<file path="src/design/mcosp_pkg.sv">
// ----------------------------------------------------------------------------
// mcosp_pkg
// Types and constants shared by the multi-channel one-shot pulser modules.
// ----------------------------------------------------------------------------
package mcosp_pkg;

  localparam logic [15:0] MAX_PULSE_RESET        = 16'hFFFF;
  localparam logic [15:0] TIME_SAT               = 16'hFFFF;
  localparam int unsigned CHAN_SLOT_MAX          = 8;

  localparam logic [1:0] OP_LOAD  = 2'd0;
  localparam logic [1:0] OP_START = 2'd1;
  localparam logic [1:0] OP_TICK  = 2'd2;

  localparam logic [1:0] MODE_DIGITAL = 2'd0;
  localparam logic [1:0] MODE_ANALOG  = 2'd1;
  localparam logic [1:0] MODE_DRY     = 2'd2;
  localparam logic [1:0] MODE_UNUSED  = 2'd3;

  localparam logic KIND_WRITE  = 1'b0;
  localparam logic KIND_REPORT = 1'b1;

  typedef enum logic [1:0] {
    EMIT_FIRST,
    EMIT_SECOND,
    EMIT_REPORT
  } emit_sel_e;

  typedef struct packed {
    logic [1:0]  op;
    logic [2:0]  chan;
    logic [5:0]  pin;
    logic [7:0]  first_value;
    logic [15:0] duration_ms;
    logic [7:0]  second_value;
    logic [1:0]  write_mode;
  } in_item_t;

  typedef struct packed {
    logic        kind;
    logic [5:0]  out_pin;
    logic [7:0]  out_value;
    logic [1:0]  out_mode;
    logic [15:0] elapsed_ms;
    logic        last;
  } out_item_t;

  typedef struct packed {
    logic      load_chan;
    logic      start_run;
    logic      tick;
    logic      set_active;
    logic      finish_chan;
    logic      end_run;
    logic      emit;
    emit_sel_e emit_sel;
  } dp_cmd_t;

  typedef struct packed {
    logic running;
    logic any_loaded;
    logic cur_loaded;
    logic cur_active;
    logic cur_due;
    logic out_free;
  } dp_status_t;

endpackage

</file>
<file path="src/design/mcosp_dpath.sv">
// ----------------------------------------------------------------------------
// mcosp_dpath
// Channel tables, run timer, limit register and output register.
// ----------------------------------------------------------------------------
module mcosp_dpath #(
  parameter int unsigned SLOTS = 8,
  parameter int unsigned IDX_W = 3
) (
  input  logic                 clk_i,
  input  logic                 rst_ni,
  input  mcosp_pkg::in_item_t  in_data_i,
  input  logic                 cfg_we_i,
  input  logic [15:0]          cfg_wdata_i,
  input  mcosp_pkg::dp_cmd_t   cmd_i,
  input  logic [IDX_W-1:0]     idx_i,
  output mcosp_pkg::dp_status_t status_o,
  output logic                 out_valid_o,
  input  logic                 out_stall_i,
  output mcosp_pkg::out_item_t out_data_o
);
  import mcosp_pkg::*;

  logic [5:0]  pin_q    [SLOTS];
  logic [7:0]  first_q  [SLOTS];
  logic [15:0] dur_q    [SLOTS];
  logic [7:0]  second_q [SLOTS];
  logic [15:0] elapsed_q[SLOTS];
  logic [SLOTS-1:0] loaded_q, active_q;
  logic [15:0] run_time_q, max_q;
  logic [1:0]  run_mode_q;
  logic        running_q;
  logic        out_valid_q;
  out_item_t   out_q;

  logic            load_ok;
  logic [IDX_W-1:0] load_idx;
  logic [1:0]      mode_d;
  logic            cur_last;
  out_item_t       out_d;

  assign load_ok  = {3'b000, in_data_i.chan} < 6'(SLOTS);
  assign load_idx = IDX_W'(in_data_i.chan);
  assign mode_d   = (in_data_i.write_mode == MODE_UNUSED) ? MODE_DRY : in_data_i.write_mode;
  assign cur_last = (loaded_q >> idx_i) == SLOTS'(1);

  assign status_o.running    = running_q;
  assign status_o.any_loaded = |loaded_q;
  assign status_o.cur_loaded = loaded_q[idx_i];
  assign status_o.cur_active = active_q[idx_i];
  assign status_o.cur_due    = (run_time_q >= dur_q[idx_i]) || (run_time_q >= max_q);
  assign status_o.out_free   = !out_valid_q || !out_stall_i;

  always_comb begin
    out_d          = '0;
    out_d.out_pin  = pin_q[idx_i];
    out_d.out_mode = run_mode_q;
    case (cmd_i.emit_sel)
      EMIT_FIRST: begin
        out_d.kind      = KIND_WRITE;
        out_d.out_value = first_q[idx_i];
      end
      EMIT_SECOND: begin
        out_d.kind      = KIND_WRITE;
        out_d.out_value = second_q[idx_i];
      end
      EMIT_REPORT: begin
        out_d.kind       = KIND_REPORT;
        out_d.elapsed_ms = elapsed_q[idx_i];
        out_d.last       = cur_last;
      end
      default: begin
        out_d.kind = KIND_WRITE;
      end
    endcase
  end

  always_ff @(posedge clk_i) begin
    if (cmd_i.load_chan && load_ok) begin
      pin_q[load_idx]    <= in_data_i.pin;
      first_q[load_idx]  <= in_data_i.first_value;
      dur_q[load_idx]    <= in_data_i.duration_ms;
      second_q[load_idx] <= in_data_i.second_value;
    end
    if (cmd_i.emit) begin
      out_q <= out_d;
    end
  end

  always_ff @(posedge clk_i or negedge rst_ni) begin
    if (!rst_ni) begin
      loaded_q    <= '0;
      active_q    <= '0;
      run_time_q  <= '0;
      run_mode_q  <= MODE_DIGITAL;
      running_q   <= 1'b0;
      max_q       <= MAX_PULSE_RESET;
      out_valid_q <= 1'b0;
      for (int i = 0; i < SLOTS; i++) begin
        elapsed_q[i] <= '0;
      end
    end else begin
      if (cfg_we_i) begin
        max_q <= cfg_wdata_i;
      end
      if (cmd_i.load_chan && load_ok) begin
        loaded_q[load_idx] <= 1'b1;
      end
      if (cmd_i.start_run) begin
        run_mode_q <= mode_d;
        run_time_q <= '0;
        running_q  <= 1'b1;
      end
      if (cmd_i.tick && run_time_q != TIME_SAT) begin
        run_time_q <= run_time_q + 16'd1;
      end
      if (cmd_i.set_active) begin
        active_q[idx_i]  <= 1'b1;
        elapsed_q[idx_i] <= '0;
      end
      if (cmd_i.finish_chan) begin
        active_q[idx_i]  <= 1'b0;
        elapsed_q[idx_i] <= run_time_q;
      end
      if (cmd_i.end_run) begin
        running_q <= 1'b0;
      end
      if (cmd_i.emit) begin
        out_valid_q <= 1'b1;
      end else if (!out_stall_i) begin
        out_valid_q <= 1'b0;
      end
    end
  end

  assign out_valid_o = out_valid_q;
  assign out_data_o  = out_q;

  a_emit_free: assert property (@(posedge clk_i) disable iff (!rst_ni)
    cmd_i.emit |-> status_o.out_free)
    else $error("Result issued while the output register is occupied.");

  a_finish_active: assert property (@(posedge clk_i) disable iff (!rst_ni)
    cmd_i.finish_chan |-> active_q[idx_i])
    else $error("Channel finished without being active.");

  a_start_clears: assert property (@(posedge clk_i) disable iff (!rst_ni)
    cmd_i.start_run |=> (run_time_q == 16'd0) && running_q)
    else $error("Run start did not clear the timer.");

  a_idle_inactive: assert property (@(posedge clk_i) disable iff (!rst_ni)
    !running_q |-> (active_q == '0))
    else $error("Channel active outside a run.");

endmodule

</file>
<file path="src/design/mcosp_ctrl.sv">
// ----------------------------------------------------------------------------
// mcosp_ctrl
// Sequencer that scans the channel slots for start, settle and report passes.
// ----------------------------------------------------------------------------
module mcosp_ctrl #(
  parameter int unsigned SLOTS = 8,
  parameter int unsigned IDX_W = 3
) (
  input  logic                  clk_i,
  input  logic                  rst_ni,
  input  logic                  in_valid_i,
  output logic                  in_stall_o,
  input  logic [1:0]            op_i,
  input  mcosp_pkg::dp_status_t status_i,
  output mcosp_pkg::dp_cmd_t    cmd_o,
  output logic [IDX_W-1:0]      idx_o
);
  import mcosp_pkg::*;

  typedef enum logic [1:0] {
    ST_IDLE,
    ST_START,
    ST_SETTLE,
    ST_REPORT
  } state_e;

  state_e           state_q, state_d;
  logic [IDX_W-1:0] idx_q, idx_d;
  logic             pending_q, pending_d;
  logic             at_end, advance;

  assign at_end     = idx_q == IDX_W'(SLOTS - 1);
  assign in_stall_o = state_q != ST_IDLE;
  assign idx_o      = idx_q;

  always_comb begin
    cmd_o     = '0;
    cmd_o.emit_sel = EMIT_FIRST;
    state_d   = state_q;
    idx_d     = idx_q;
    pending_d = pending_q;
    advance   = 1'b0;
    case (state_q)
      ST_IDLE: begin
        if (in_valid_i) begin
          case (op_i)
            OP_LOAD: begin
              cmd_o.load_chan = !status_i.running;
            end
            OP_START: begin
              if (!status_i.running && status_i.any_loaded) begin
                cmd_o.start_run = 1'b1;
                idx_d   = '0;
                state_d = ST_START;
              end
            end
            OP_TICK: begin
              if (status_i.running) begin
                cmd_o.tick = 1'b1;
                idx_d     = '0;
                pending_d = 1'b0;
                state_d   = ST_SETTLE;
              end
            end
            default: begin
            end
          endcase
        end
      end
      ST_START: begin
        cmd_o.emit_sel = EMIT_FIRST;
        if (status_i.cur_loaded) begin
          if (status_i.out_free) begin
            cmd_o.emit       = 1'b1;
            cmd_o.set_active = 1'b1;
            advance          = 1'b1;
          end
        end else begin
          advance = 1'b1;
        end
        if (advance) begin
          if (at_end) begin
            idx_d     = '0;
            pending_d = 1'b0;
            state_d   = ST_SETTLE;
          end else begin
            idx_d = idx_q + IDX_W'(1);
          end
        end
      end
      ST_SETTLE: begin
        cmd_o.emit_sel = EMIT_SECOND;
        if (status_i.cur_active) begin
          if (status_i.cur_due) begin
            if (status_i.out_free) begin
              cmd_o.emit        = 1'b1;
              cmd_o.finish_chan = 1'b1;
              advance           = 1'b1;
            end
          end else begin
            pending_d = 1'b1;
            advance   = 1'b1;
          end
        end else begin
          advance = 1'b1;
        end
        if (advance) begin
          if (at_end) begin
            idx_d   = '0;
            state_d = pending_d ? ST_IDLE : ST_REPORT;
          end else begin
            idx_d = idx_q + IDX_W'(1);
          end
        end
      end
      ST_REPORT: begin
        cmd_o.emit_sel = EMIT_REPORT;
        if (status_i.cur_loaded) begin
          if (status_i.out_free) begin
            cmd_o.emit = 1'b1;
            advance    = 1'b1;
          end
        end else begin
          advance = 1'b1;
        end
        if (advance) begin
          if (at_end) begin
            cmd_o.end_run = 1'b1;
            idx_d   = '0;
            state_d = ST_IDLE;
          end else begin
            idx_d = idx_q + IDX_W'(1);
          end
        end
      end
      default: begin
        state_d = ST_IDLE;
      end
    endcase
  end

  always_ff @(posedge clk_i or negedge rst_ni) begin
    if (!rst_ni) begin
      state_q   <= ST_IDLE;
      idx_q     <= '0;
      pending_q <= 1'b0;
    end else begin
      state_q   <= state_d;
      idx_q     <= idx_d;
      pending_q <= pending_d;
    end
  end

endmodule

</file>
<file path="src/design/multi_channel_one_shot_pulser.sv">
// Loads and ignored items need no slot pass. A tick in a run makes a settle pass over the
// S = min(NUM_CHANNELS, 8) slots; a start makes a start pass and a settle pass; a report
// pass follows when the run ends. One slot is visited per cycle unless its result stalls;
// a result appears in the cycle after its slot is visited; one item is handled at a time.
// Reset clears the loaded and active flags, the timer and the run state, and sets
// the limit register to 65535; channel settings are undefined until loaded.
// ----------------------------------------------------------------------------
// multi_channel_one_shot_pulser
// Multi-channel one-shot pulse timer with pin write events and run reports.
// ----------------------------------------------------------------------------
module multi_channel_one_shot_pulser #(
  parameter int unsigned NUM_CHANNELS = 8
) (
  input  logic                 clk_i,
  input  logic                 rst_ni,
  input  logic                 in_valid_i,
  output logic                 in_stall_o,
  input  mcosp_pkg::in_item_t  in_data_i,
  output logic                 out_valid_o,
  input  logic                 out_stall_i,
  output mcosp_pkg::out_item_t out_data_o,
  input  logic                 cfg_we_i,
  input  logic [15:0]          cfg_wdata_i
);
  import mcosp_pkg::*;

  localparam int unsigned SLOTS = (NUM_CHANNELS < CHAN_SLOT_MAX) ? NUM_CHANNELS : CHAN_SLOT_MAX;
  localparam int unsigned IDX_W = (SLOTS > 1) ? $clog2(SLOTS) : 1;

  dp_cmd_t          cmd;
  dp_status_t       status;
  logic [IDX_W-1:0] idx;

  mcosp_ctrl #(
    .SLOTS (SLOTS),
    .IDX_W (IDX_W)
  ) u_ctrl (
    .clk_i      (clk_i),
    .rst_ni     (rst_ni),
    .in_valid_i (in_valid_i),
    .in_stall_o (in_stall_o),
    .op_i       (in_data_i.op),
    .status_i   (status),
    .cmd_o      (cmd),
    .idx_o      (idx)
  );

  mcosp_dpath #(
    .SLOTS (SLOTS),
    .IDX_W (IDX_W)
  ) u_dpath (
    .clk_i       (clk_i),
    .rst_ni      (rst_ni),
    .in_data_i   (in_data_i),
    .cfg_we_i    (cfg_we_i),
    .cfg_wdata_i (cfg_wdata_i),
    .cmd_i       (cmd),
    .idx_i       (idx),
    .status_o    (status),
    .out_valid_o (out_valid_o),
    .out_stall_i (out_stall_i),
    .out_data_o  (out_data_o)
  );

endmodule

</file>
<file path="config.mk">
export PLATFORM = sky130hd
export DESIGN_NAME = multi_channel_one_shot_pulser
export DESIGN_NICKNAME = d
export VERILOG_FILES = /design/src/design/mcosp_pkg.sv /design/src/design/mcosp_dpath.sv /design/src/design/mcosp_ctrl.sv /design/src/design/multi_channel_one_shot_pulser.sv
export SDC_FILE = /design/constraint.sdc
export NUM_CORES = 1
export LEC_CHECK = 0
export ABC_AREA = 1
export BUFFER_PORTS_ARGS = -buffer_cell sky130_fd_sc_hd__buf_2
export CORE_MARGIN = 10
export CORE_UTILIZATION = 30
export DETAILED_ROUTE_END_ITERATION = 16
export GPL_ROUTABILITY_DRIVEN = 0
export HOLD_SLACK_MARGIN = 0.15
export SYNTH_ARGS = -nofsm -noshare
export SYNTH_HDL_FRONTEND = slang
export SYNTH_SLANG_ARGS = --single-unit
</file>
<file path="constraint.sdc">
create_clock -name clk_i -period 4.7 [get_ports clk_i]
set_clock_uncertainty 0.1 [all_clocks]
set_input_delay 0.94 -clock clk_i [delete_from_list [all_inputs] [get_ports clk_i]]
set_output_delay 0.94 -clock clk_i [all_outputs]
set_load 0.02 [all_outputs]
</file>
==> results of run 1 <==
==> metrics by stage <==
| stage | worst slack (ps) | util [%] | area (um2) | hold WS, ps |
|---|---|---|---|---|
| after global placement | 510 | 32.5 | 23800 | 331 |
| after global routing | 93.2 | 34.9 | 25600 | 362 |
| after detailed placement | 447 | 32.5 | 23800 | 337 |
| after CTS | 401 | 34.9 | 25500 | 336 |
| final | 405 | 34.9 | 25600 | 337 |
| after floorplan | 639 | - | 22200 | 325 |
==> state kept, by name, indices dropped and copies added, names as in the netlist <==
signal,cells
u_dpath.pin_q,48
u_ctrl.pending_q,1
u_dpath.out_valid_o,1
u_dpath.active_q,8
u_dpath.max_q,16
u_dpath.first_q,64
u_dpath.run_mode_q,2
u_dpath.elapsed_q,128
u_ctrl.idx_o,3
u_dpath.second_q,64
u_dpath.run_time_q,16
u_dpath.dur_q,128
u_dpath.out_data_o,34
u_ctrl.state_q,2
u_dpath.loaded_q,8
u_dpath.running_q,1
==> per-layer routing <==
metal	wire [um]	up-vias	global-route usage, %
met5	52	-	0
met2	29400	528	23.2
met4	1820	8	5.14
met3	4390	107	2.73
li1	-	7136	-
met1	25700	7615	18.1
==> cell families after synthesis <==
logic type | after synthesis | synth area share (%)
compound gates | 377 | 10.5
xor+xnor | 7 | 0.276
fa+ha+maj | 35 | 1.97
buf+inv | 249 | 5.05
flops | 524 | 66.7
mux | 1 | 0.0507
simple gates | 806 | 15.4
==> power by group through the flow <==
stage / logic (mW) / registers, mW / clock network [mW]
final: 3.39 / 6.07 / 4.30
after global routing: 3.80 / 6.12 / 4.58
after CTS: 3.43 / 6.07 / 4.40
after detailed placement: 3.40 / 6.15 / 0
after global placement: 3.34 / 6.14 / 0
after floorplan: 2.22 / 6.01 / 0
==> placed cells by master (no fill, tap or decap), drive strengths merged <==
cell | synthesis | layout
nor4 | 2 | 2
a21oi | 32 | 32
a41oi | 14 | 14
bufinv | 0 | 4
o21ai | 199 | 199
buf | 64 | 137
diode | 0 | 8
dfstp | 16 | 16
clkinvlp | 0 | 1
or2 | 3 | 3
nand3b | 2 | 2
xor2 | 7 | 7
mux2 | 1 | 1
nand3 | 29 | 29
nor2 | 75 | 75
o2111ai | 3 | 3
o31ai | 2 | 2
nor3 | 8 | 8
a22o | 19 | 19
dfrtp | 170 | 170
o2111a | 2 | 2
a31oi | 3 | 3
o22ai | 7 | 7
nand4 | 46 | 46
nand2 | 639 | 639
inv | 146 | 149
a221oi | 37 | 37
ha | 35 | 35
and3 | 2 | 2
o2bb2ai | 3 | 3
a211oi | 2 | 2
a22oi | 51 | 51
edfxtp | 338 | 338
clkbuf | 38 | 73
clkinv | 1 | 17
o21bai | 1 | 1
o21a | 2 | 2
==> how the worst max path moves through the flow <==
stage | from | end | cells past startpoint
4_1_cts | u_ctrl.idx_o[1]$_DFFE_PN0P_ | u_dpath.out_data_o[9]$_SDFFCE_PN0P_ | 20
3_3_place_gp | u_ctrl.idx_o[1]$_DFFE_PN0P_ | u_dpath.out_data_o[12]$_SDFFCE_PN0P_ | 20
2_1_floorplan | u_ctrl.idx_o[0]$_DFFE_PN0P_ | u_dpath.out_data_o[0]$_SDFFCE_PN0P_ | 18
5_1_grt | u_ctrl.idx_o[1]$_DFFE_PN0P_ | u_dpath.out_data_o[12]$_SDFFCE_PN0P_ | 20
3_5_place_dp | u_ctrl.idx_o[1]$_DFFE_PN0P_ | u_dpath.out_data_o[12]$_SDFFCE_PN0P_ | 20
6_report | u_ctrl.idx_o[1]$_DFFE_PN0P_ | u_dpath.out_data_o[12]$_SDFFCE_PN0P_ | 20
==> area by class of cell <==
class	instances	area [um2]
inverters	147	552
clock buffers	72	1490
fillers	7122	47600
clock inverters	24	293
diodes	8	20.0
flip-flops and latches	524	14800
multi-input cells	1226	6370
well taps	959	1200
repair buffers	138	817
==> summary.txt, run 1 <==
Status
  – Status: finished clean

Power
  – Pwr Total: about 14 mW
  – Clock power frac: a little under a third
  – Switching power: roughly 4.7 mW
  – Leak: slightly below 10 nW
  – Internal power: about 9 mW
  – Flop pwr share: around 44%
  – Sw Share: between 30% and 40%
  – Combinational share of power: between 20% and 30%
  – Pwr/cell area: approximately 540 nW/um2
  – Worst vdd ir: approximately 370 uV

Setup path
  – Top delay family on crit path: simple AND/OR/NAND/NOR gates
  – Worst path max stage delay: ~570 ps
  – WP data required: 4870 ps
  – Worst r2r src: u_ctrl.idx_o[1]$_DFFE_PN0P_
  – Crit path buf inv count: 5
  – CP arrival: between 4000 and 5000 ps
  – Cell-by-cell trace of the critical path: inv_2 -> nor2_1 -> nand2_1 -> inv_2 -> buf_4 -> a221oi_1 -> nand2_1 -> inv_1 -> ha_1 -> nand2_1 -> nand2_1 -> nand2_1 -> nand2_1 -> nand2_1 -> nand2_1 -> nand2_1 -> nand3_1 -> nand2_8 -> nand2_2 -> buf_4
  – Critical R2R Capture: u_dpath.out_data_o[12]$_SDFFCE_PN0P_
  – Most used cell, CP: nand2_1
  – Crit path capture type: flop
  – Worst path slowest cell: dfrtp_1
  – Worst setup SP type: flop
  – R2r setup slk: 410 ps
  – Crit Path Max Fanout: 25
  – Critical path class: reg2reg
  – Register-to-Register Path Depth: 20

Die
  – Die Ht: 292 um
  – Num rows: just under 100
  – Die width: 292 um
  – Die ar.: ~85,000 um2
  – Core footprint: around 73,000 um2
  – IO Pins: approximately 100
  – Starting Density: between 30% and 40%

STA
  – Final period util: between 90% and 100%
  – Setup TNS: 0 ps
  – Tightest Pin Transition: just over 900 ps
  – Setup violations, final: 0
  – Slew Limit Fails: 0
  – Final Hold Violating Endpoints: 0
  – Slew margin rel.: 38.5%
  – RSZ-0062 raised after global routing: no
  – Fmax: ~0.23 GHz
  – Min cycle time layout: between 4000 and 5000 ps

Synth
  – Top cell type by total area after synthesis: edfxtp_1
  – Main synth FF type: edfxtp_1
  – Netlist cell types: between 40 and 50
  – Sequential element share of the synthesized area: between 60% and 70%
  – Synth async-reset ratio: 35.5%
  – Synth top area share: 45.7%
  – Mapped Avg Cell Area: approximately 11 um2
  – Synth warn: 0
  – Synthesized flop and latch total: 524
  – Most instantiated cells after synthesis: 627 x nand2_1, 338 x edfxtp_1, 185 x o21ai_0
  – Post-synth EDFFs: between 300 and 400
  – Mapped Cells: between 1,500 and 2,000
  – Post-Synthesis Cell Area: roughly 22,000 um2
  – Count leader, synth: nand2_1
  – Ranking of synthesized cells by area: edfxtp_1 46%, dfrtp_1 19%, nand2_1 11%
  – Post-Synthesis Net Count: 2,100

Global routing
  – GRT Resource Usage Total: 14.1%
  – Grt ovf: 0
  – Initial antenna violation count: 11
  – Largest net degree at the start of global routing: 97
  – First-pass GRT wire length: 93,900 um
  – Vias in the first global route: 15,308

Drt
  – Average via count per standard cell: around 5
  – DR WL/cell: about 20 um
  – 1st-iter DRT viols: 1,476
  – DRT Wirelength: between 60,000 and 70,000 um
  – Antenna Nets Post-Route: 0
  – DR vias: 15,394
  – Drt pass-1 iters: 6
  – # DRC: 0

Clock tree
  – Sink Count: 524
  – Num CTS Buffers: 55
  – Clock Latency Late Sink: ~650 ps
  – Clk buf depth: 3
  – CTS clk-pin slew, worst paths: around 70 ps
  – Post-CTS Resized: 0
  – CTS tree: built
  – CTS Root Cell: clkbuf_16
  – Hold buffer count at cts: 0
  – CTS H-Tree Depth: 2
  – Setup bufs post-CTS: 0

Placed design
  – DP HPWL: 38,800 um
  – PortBufs: between 100 and 150
  – Post-Place Cells: ~3,000

Flow run
  – Max-Cap Viols: 0

Hold path
  – Hold crit path type: in2async

Finish
  – Share of cells above drive strength 1: 13.2%
  – Final net count: about 2,200
  – Area Overhead vs Synth: 15.0%
  – Final non-filler cell total: a little over 3,000
Power figures use the tool's default switching activity.
==> run 2: changes to the inputs <==
Settings changed: ABC_AREA 1 to default.
==> summary.txt, run 2 <==
Status
  – Status: finished clean

Clock tree
  – CTS tree: built
  – CTS H-Tree Depth: 2 (unchanged)
  – Sink Count: 524 (unchanged)
  – CTS Root Cell: clkbuf_16
  – Num CTS Buffers: 53 (-3.6%)
  – Clock Latency Late Sink: 630 ps (-20 ps)
  – CTS clk-pin slew, worst paths: 60 ps (about the same)
  – Clk buf depth: 3 (unchanged)
  – Hold buffer count at cts: 0 (unchanged)

Die
  – Die Ht: 283 um (-3.1%)
  – Num rows: 96 (-3.0%)
  – IO Pins: 102 (unchanged)
  – Die width: 283 um (-3.1%)
  – Die ar.: 80,200 um2 (-6.1%)
  – Core footprint: 68,600 um2 (-6.3%)
  – Starting Density: 30.3% (-0.078 points)

Synth
  – Post-synth EDFFs: 338 (unchanged)
  – Netlist cell types: 62 (+38%)
  – Synthesized flop and latch total: 524 (unchanged)
  – Top cell type by total area after synthesis: edfxtp_1
  – Most instantiated cells after synthesis: 338 x edfxtp_1, 170 x dfrtp_1, 167 x a22o_1
  – Post-Synthesis Cell Area: 20,800 um2 (-6.6%)
  – Synth async-reset ratio: 35.5% (unchanged)
  – Post-Synthesis Net Count: 1,494 (-29%)
  – Ranking of synthesized cells by area: edfxtp_1 49%, dfrtp_1 20%, a22o_1 7.0%
  – Sequential element share of the synthesized area: 71.4% (+4.7 points)
  – Synth top area share: 48.9% (+3.2 points)
  – Mapped Cells: 1,393 (-30%)
  – Count leader, synth: edfxtp_1
  – Mapped Avg Cell Area: 14.9 um2 (+34%)
  – Synth warn: 0 (unchanged)
  – Main synth FF type: edfxtp_1

Setup path
  – Crit Path Max Fanout: 17 (-32%)
  – Worst r2r src: u_ctrl.idx_o[0]$_DFFE_PN0P_
  – Critical R2R Capture: u_dpath.elapsed_q[88]$_DFF_PN0_
  – CP arrival: 4860 ps (+400 ps)
  – Critical path class: reg2reg
  – WP data required: 5150 ps (+280 ps)
  – Crit path capture type: flop
  – Register-to-Register Path Depth: 13 (-35%)
  – Worst setup SP type: flop
  – R2r setup slk: 290 ps (-120 ps)

STA
  – Tightest Pin Transition: 1130 ps (+209 ps)
  – Final hold slack: 362 ps (+24.7 ps)
  – RSZ-0062 raised after global routing: no
  – Setup TNS: 0 ps (unchanged)
  – Slew Limit Fails: 0 (unchanged)
  – Fmax: 0.227 GHz (-2.6%)
  – Setup violations, final: 0 (unchanged)
  – Final Hold Violating Endpoints: 0 (unchanged)
  – Final period util: 93.8% (+2.5 points)
  – PnR worst setup slack: 290 ps (-115 ps)
  – Slew margin rel.: 24.7% (-14 points)
  – Min cycle time layout: 4410 ps (+115 ps)

Placed design
  – Post-place setup slack: 183 ps (-264 ps)
  – Placed Area: 22,800 um2 (-4.0%)
  – PortBufs: 101 (unchanged)
  – Post-Place Cells: 2,392 (-20%)
  – DP HPWL: 36,600 um (-5.8%)

Finish
  – Final non-filler cell total: 2,495 (-19%)
  – Final instance area: 24,600 um2 (-3.7%)
  – Final Core Density: 35.9% (+0.98 points)
  – Most common cell after layout, fill and taps aside: edfxtp_1
  – Final net count: 1,621 (-26%)
  – Most frequent cells in the layout: 338 x edfxtp_1, 169 x dfrtp_1, 167 x a22o_1
  – Largest regs: u_dpath.dur_q (128), u_dpath.elapsed_q (128)
  – Area Overhead vs Synth: 18.6%
  – Share of cells above drive strength 1: 20.4% (+7.2 points)

Power
  – Pwr Total: 12.3 mW (-11%)
  – Clock power frac: 34.4% (+3.1 points)
  – Internal power: 8.59 mW (-4.9%)
  – Pwr/cell area: 500 nW/um2 (-7.1%)
  – Sw Share: 30.2% (-4.2 points)
  – Worst vdd ir: 379 uV (+2.1%)
  – Flop pwr share: 43.3% (-0.8 points)
  – Combinational share of power: 22.2% (-2.4 points)
  – Leak: 9.20 nW (-7.5%)
  – Switching power: 3.71 mW (-21%)

Drt
  – DRT Wirelength: 58,300 um (-5.2%)
  – DR WL/cell: 23.4 um (+18%)
  – Average via count per standard cell: 5.30 (+6.7%)
  – # DRC: 0 (unchanged)
  – Drt pass-1 iters: 6 (unchanged)
  – DR vias: 13,225 (-14%)
  – Antenna Nets Post-Route: 0 (unchanged)
  – 1st-iter DRT viols: 1,252 (-15%)

Global routing
  – First-pass GRT wire length: 88,700 um (-5.5%)
  – Vias in the first global route: 13,412 (-12%)
  – Largest net degree at the start of global routing: 120 (+24%)
  – Grt ovf: 0 (unchanged)
  – Initial antenna violation count: 17 (+6)
  – GRT Resource Usage Total: 14.2% (+0.11 points)

Flow run
  – Max-Cap Viols: 0 (unchanged)

Hold path
  – Cells on Worst Hold Path: 0
  – Hold_sp: u_dpath.run_mode_q[1]$_DFFE_PN0P_
  – Hold-critical path endpoint: u_dpath.out_data_o[18]$_DFFE_PP_
  – Hold crit path type: reg2reg
==> run 2: worst max-delay path by stage <==
stage                                startpoint                                  end
floorplan           u_ctrl.idx_o[1]$_DFFE_PN0P_  u_dpath.out_data_o[0]$_SDFFCE_PN0P_
global route        u_ctrl.idx_o[0]$_DFFE_PN0P_  u_dpath.out_data_o[5]$_SDFFCE_PN0P_
global placement    u_ctrl.idx_o[2]$_DFFE_PN0P_      u_dpath.elapsed_q[91]$_DFF_PN0_
detailed placement  u_ctrl.idx_o[2]$_DFFE_PN0P_      u_dpath.elapsed_q[39]$_DFF_PN0_
finish              u_ctrl.idx_o[0]$_DFFE_PN0P_      u_dpath.elapsed_q[88]$_DFF_PN0_
CTS                 u_ctrl.idx_o[2]$_DFFE_PN0P_      u_dpath.elapsed_q[36]$_DFF_PN0_
==> run 2: critical path, cell delays in order, from the launching register on <==
cell and delay [ps]:
dfrtp_1 500, nor3_2 750, buf_4 330, a221oi_1 100, and3_1 260, ha_1 310, nand4_1 110, nor3_1 260
o311ai_0 210, nand4_1 150, and3_1 230, buf_12 180, and2_1 590, a22o_1 250
==> run 2: cell type report <==
| type | instances | area (um2) |
|---|---|---|
| tap | 931 | 1160 |
| sequential | 524 | 14800 |
| inverter | 22 | 82.6 |
| timing repair buffer | 180 | 1270 |
| fill | 6497 | 44000 |
| clock inverter | 30 | 334 |
| multi-input combinational | 739 | 5540 |
| antenna | 2 | 5.00 |
| clock buffer | 67 | 1410 |
==> run 2: cell families after synthesis <==
logic type / count (synthesis) / share of synthesized area [%]
flops: 524 / 71.4
simple gates: 204 / 5.13
mux: 11 / 0.699
compound gates: 488 / 18.1
fa+ha+maj: 35 / 2.11
xor+xnor: 1 / 0.0422
buf+inv: 130 / 2.57
==> run 2: repair_timing <==
item / in CTS / in global routing
setup buffers: 0 / 4
resized for setup: 0 / 4
endpoints found under the setup margin: 0 / 85
==> run 2: power by group through the flow <==
stage | Combinational, mW | Sequential [mW] | Clock (mW)
2_1_floorplan | 1.56 | 5.43 | 0
3_3_place_gp | 2.69 | 5.42 | 0
3_5_place_dp | 2.72 | 5.43 | 0
4_1_cts | 2.74 | 5.34 | 4.32
5_1_grt | 2.98 | 5.36 | 4.52
6_report | 2.73 | 5.33 | 4.24
==> run 2: layer usage <==
| metal | global-route usage, % | vias to the layer above | wire length [um] |
|---|---|---|---|
| met2 | 23.8 | 520 | 28800 |
| met3 | 3.11 | 117 | 3940 |
| met4 | 4.03 | 16 | 1370 |
| met5 | 0 | - | 117 |
| met1 | 18.1 | 6729 | 24100 |
| li1 | - | 5843 | - |
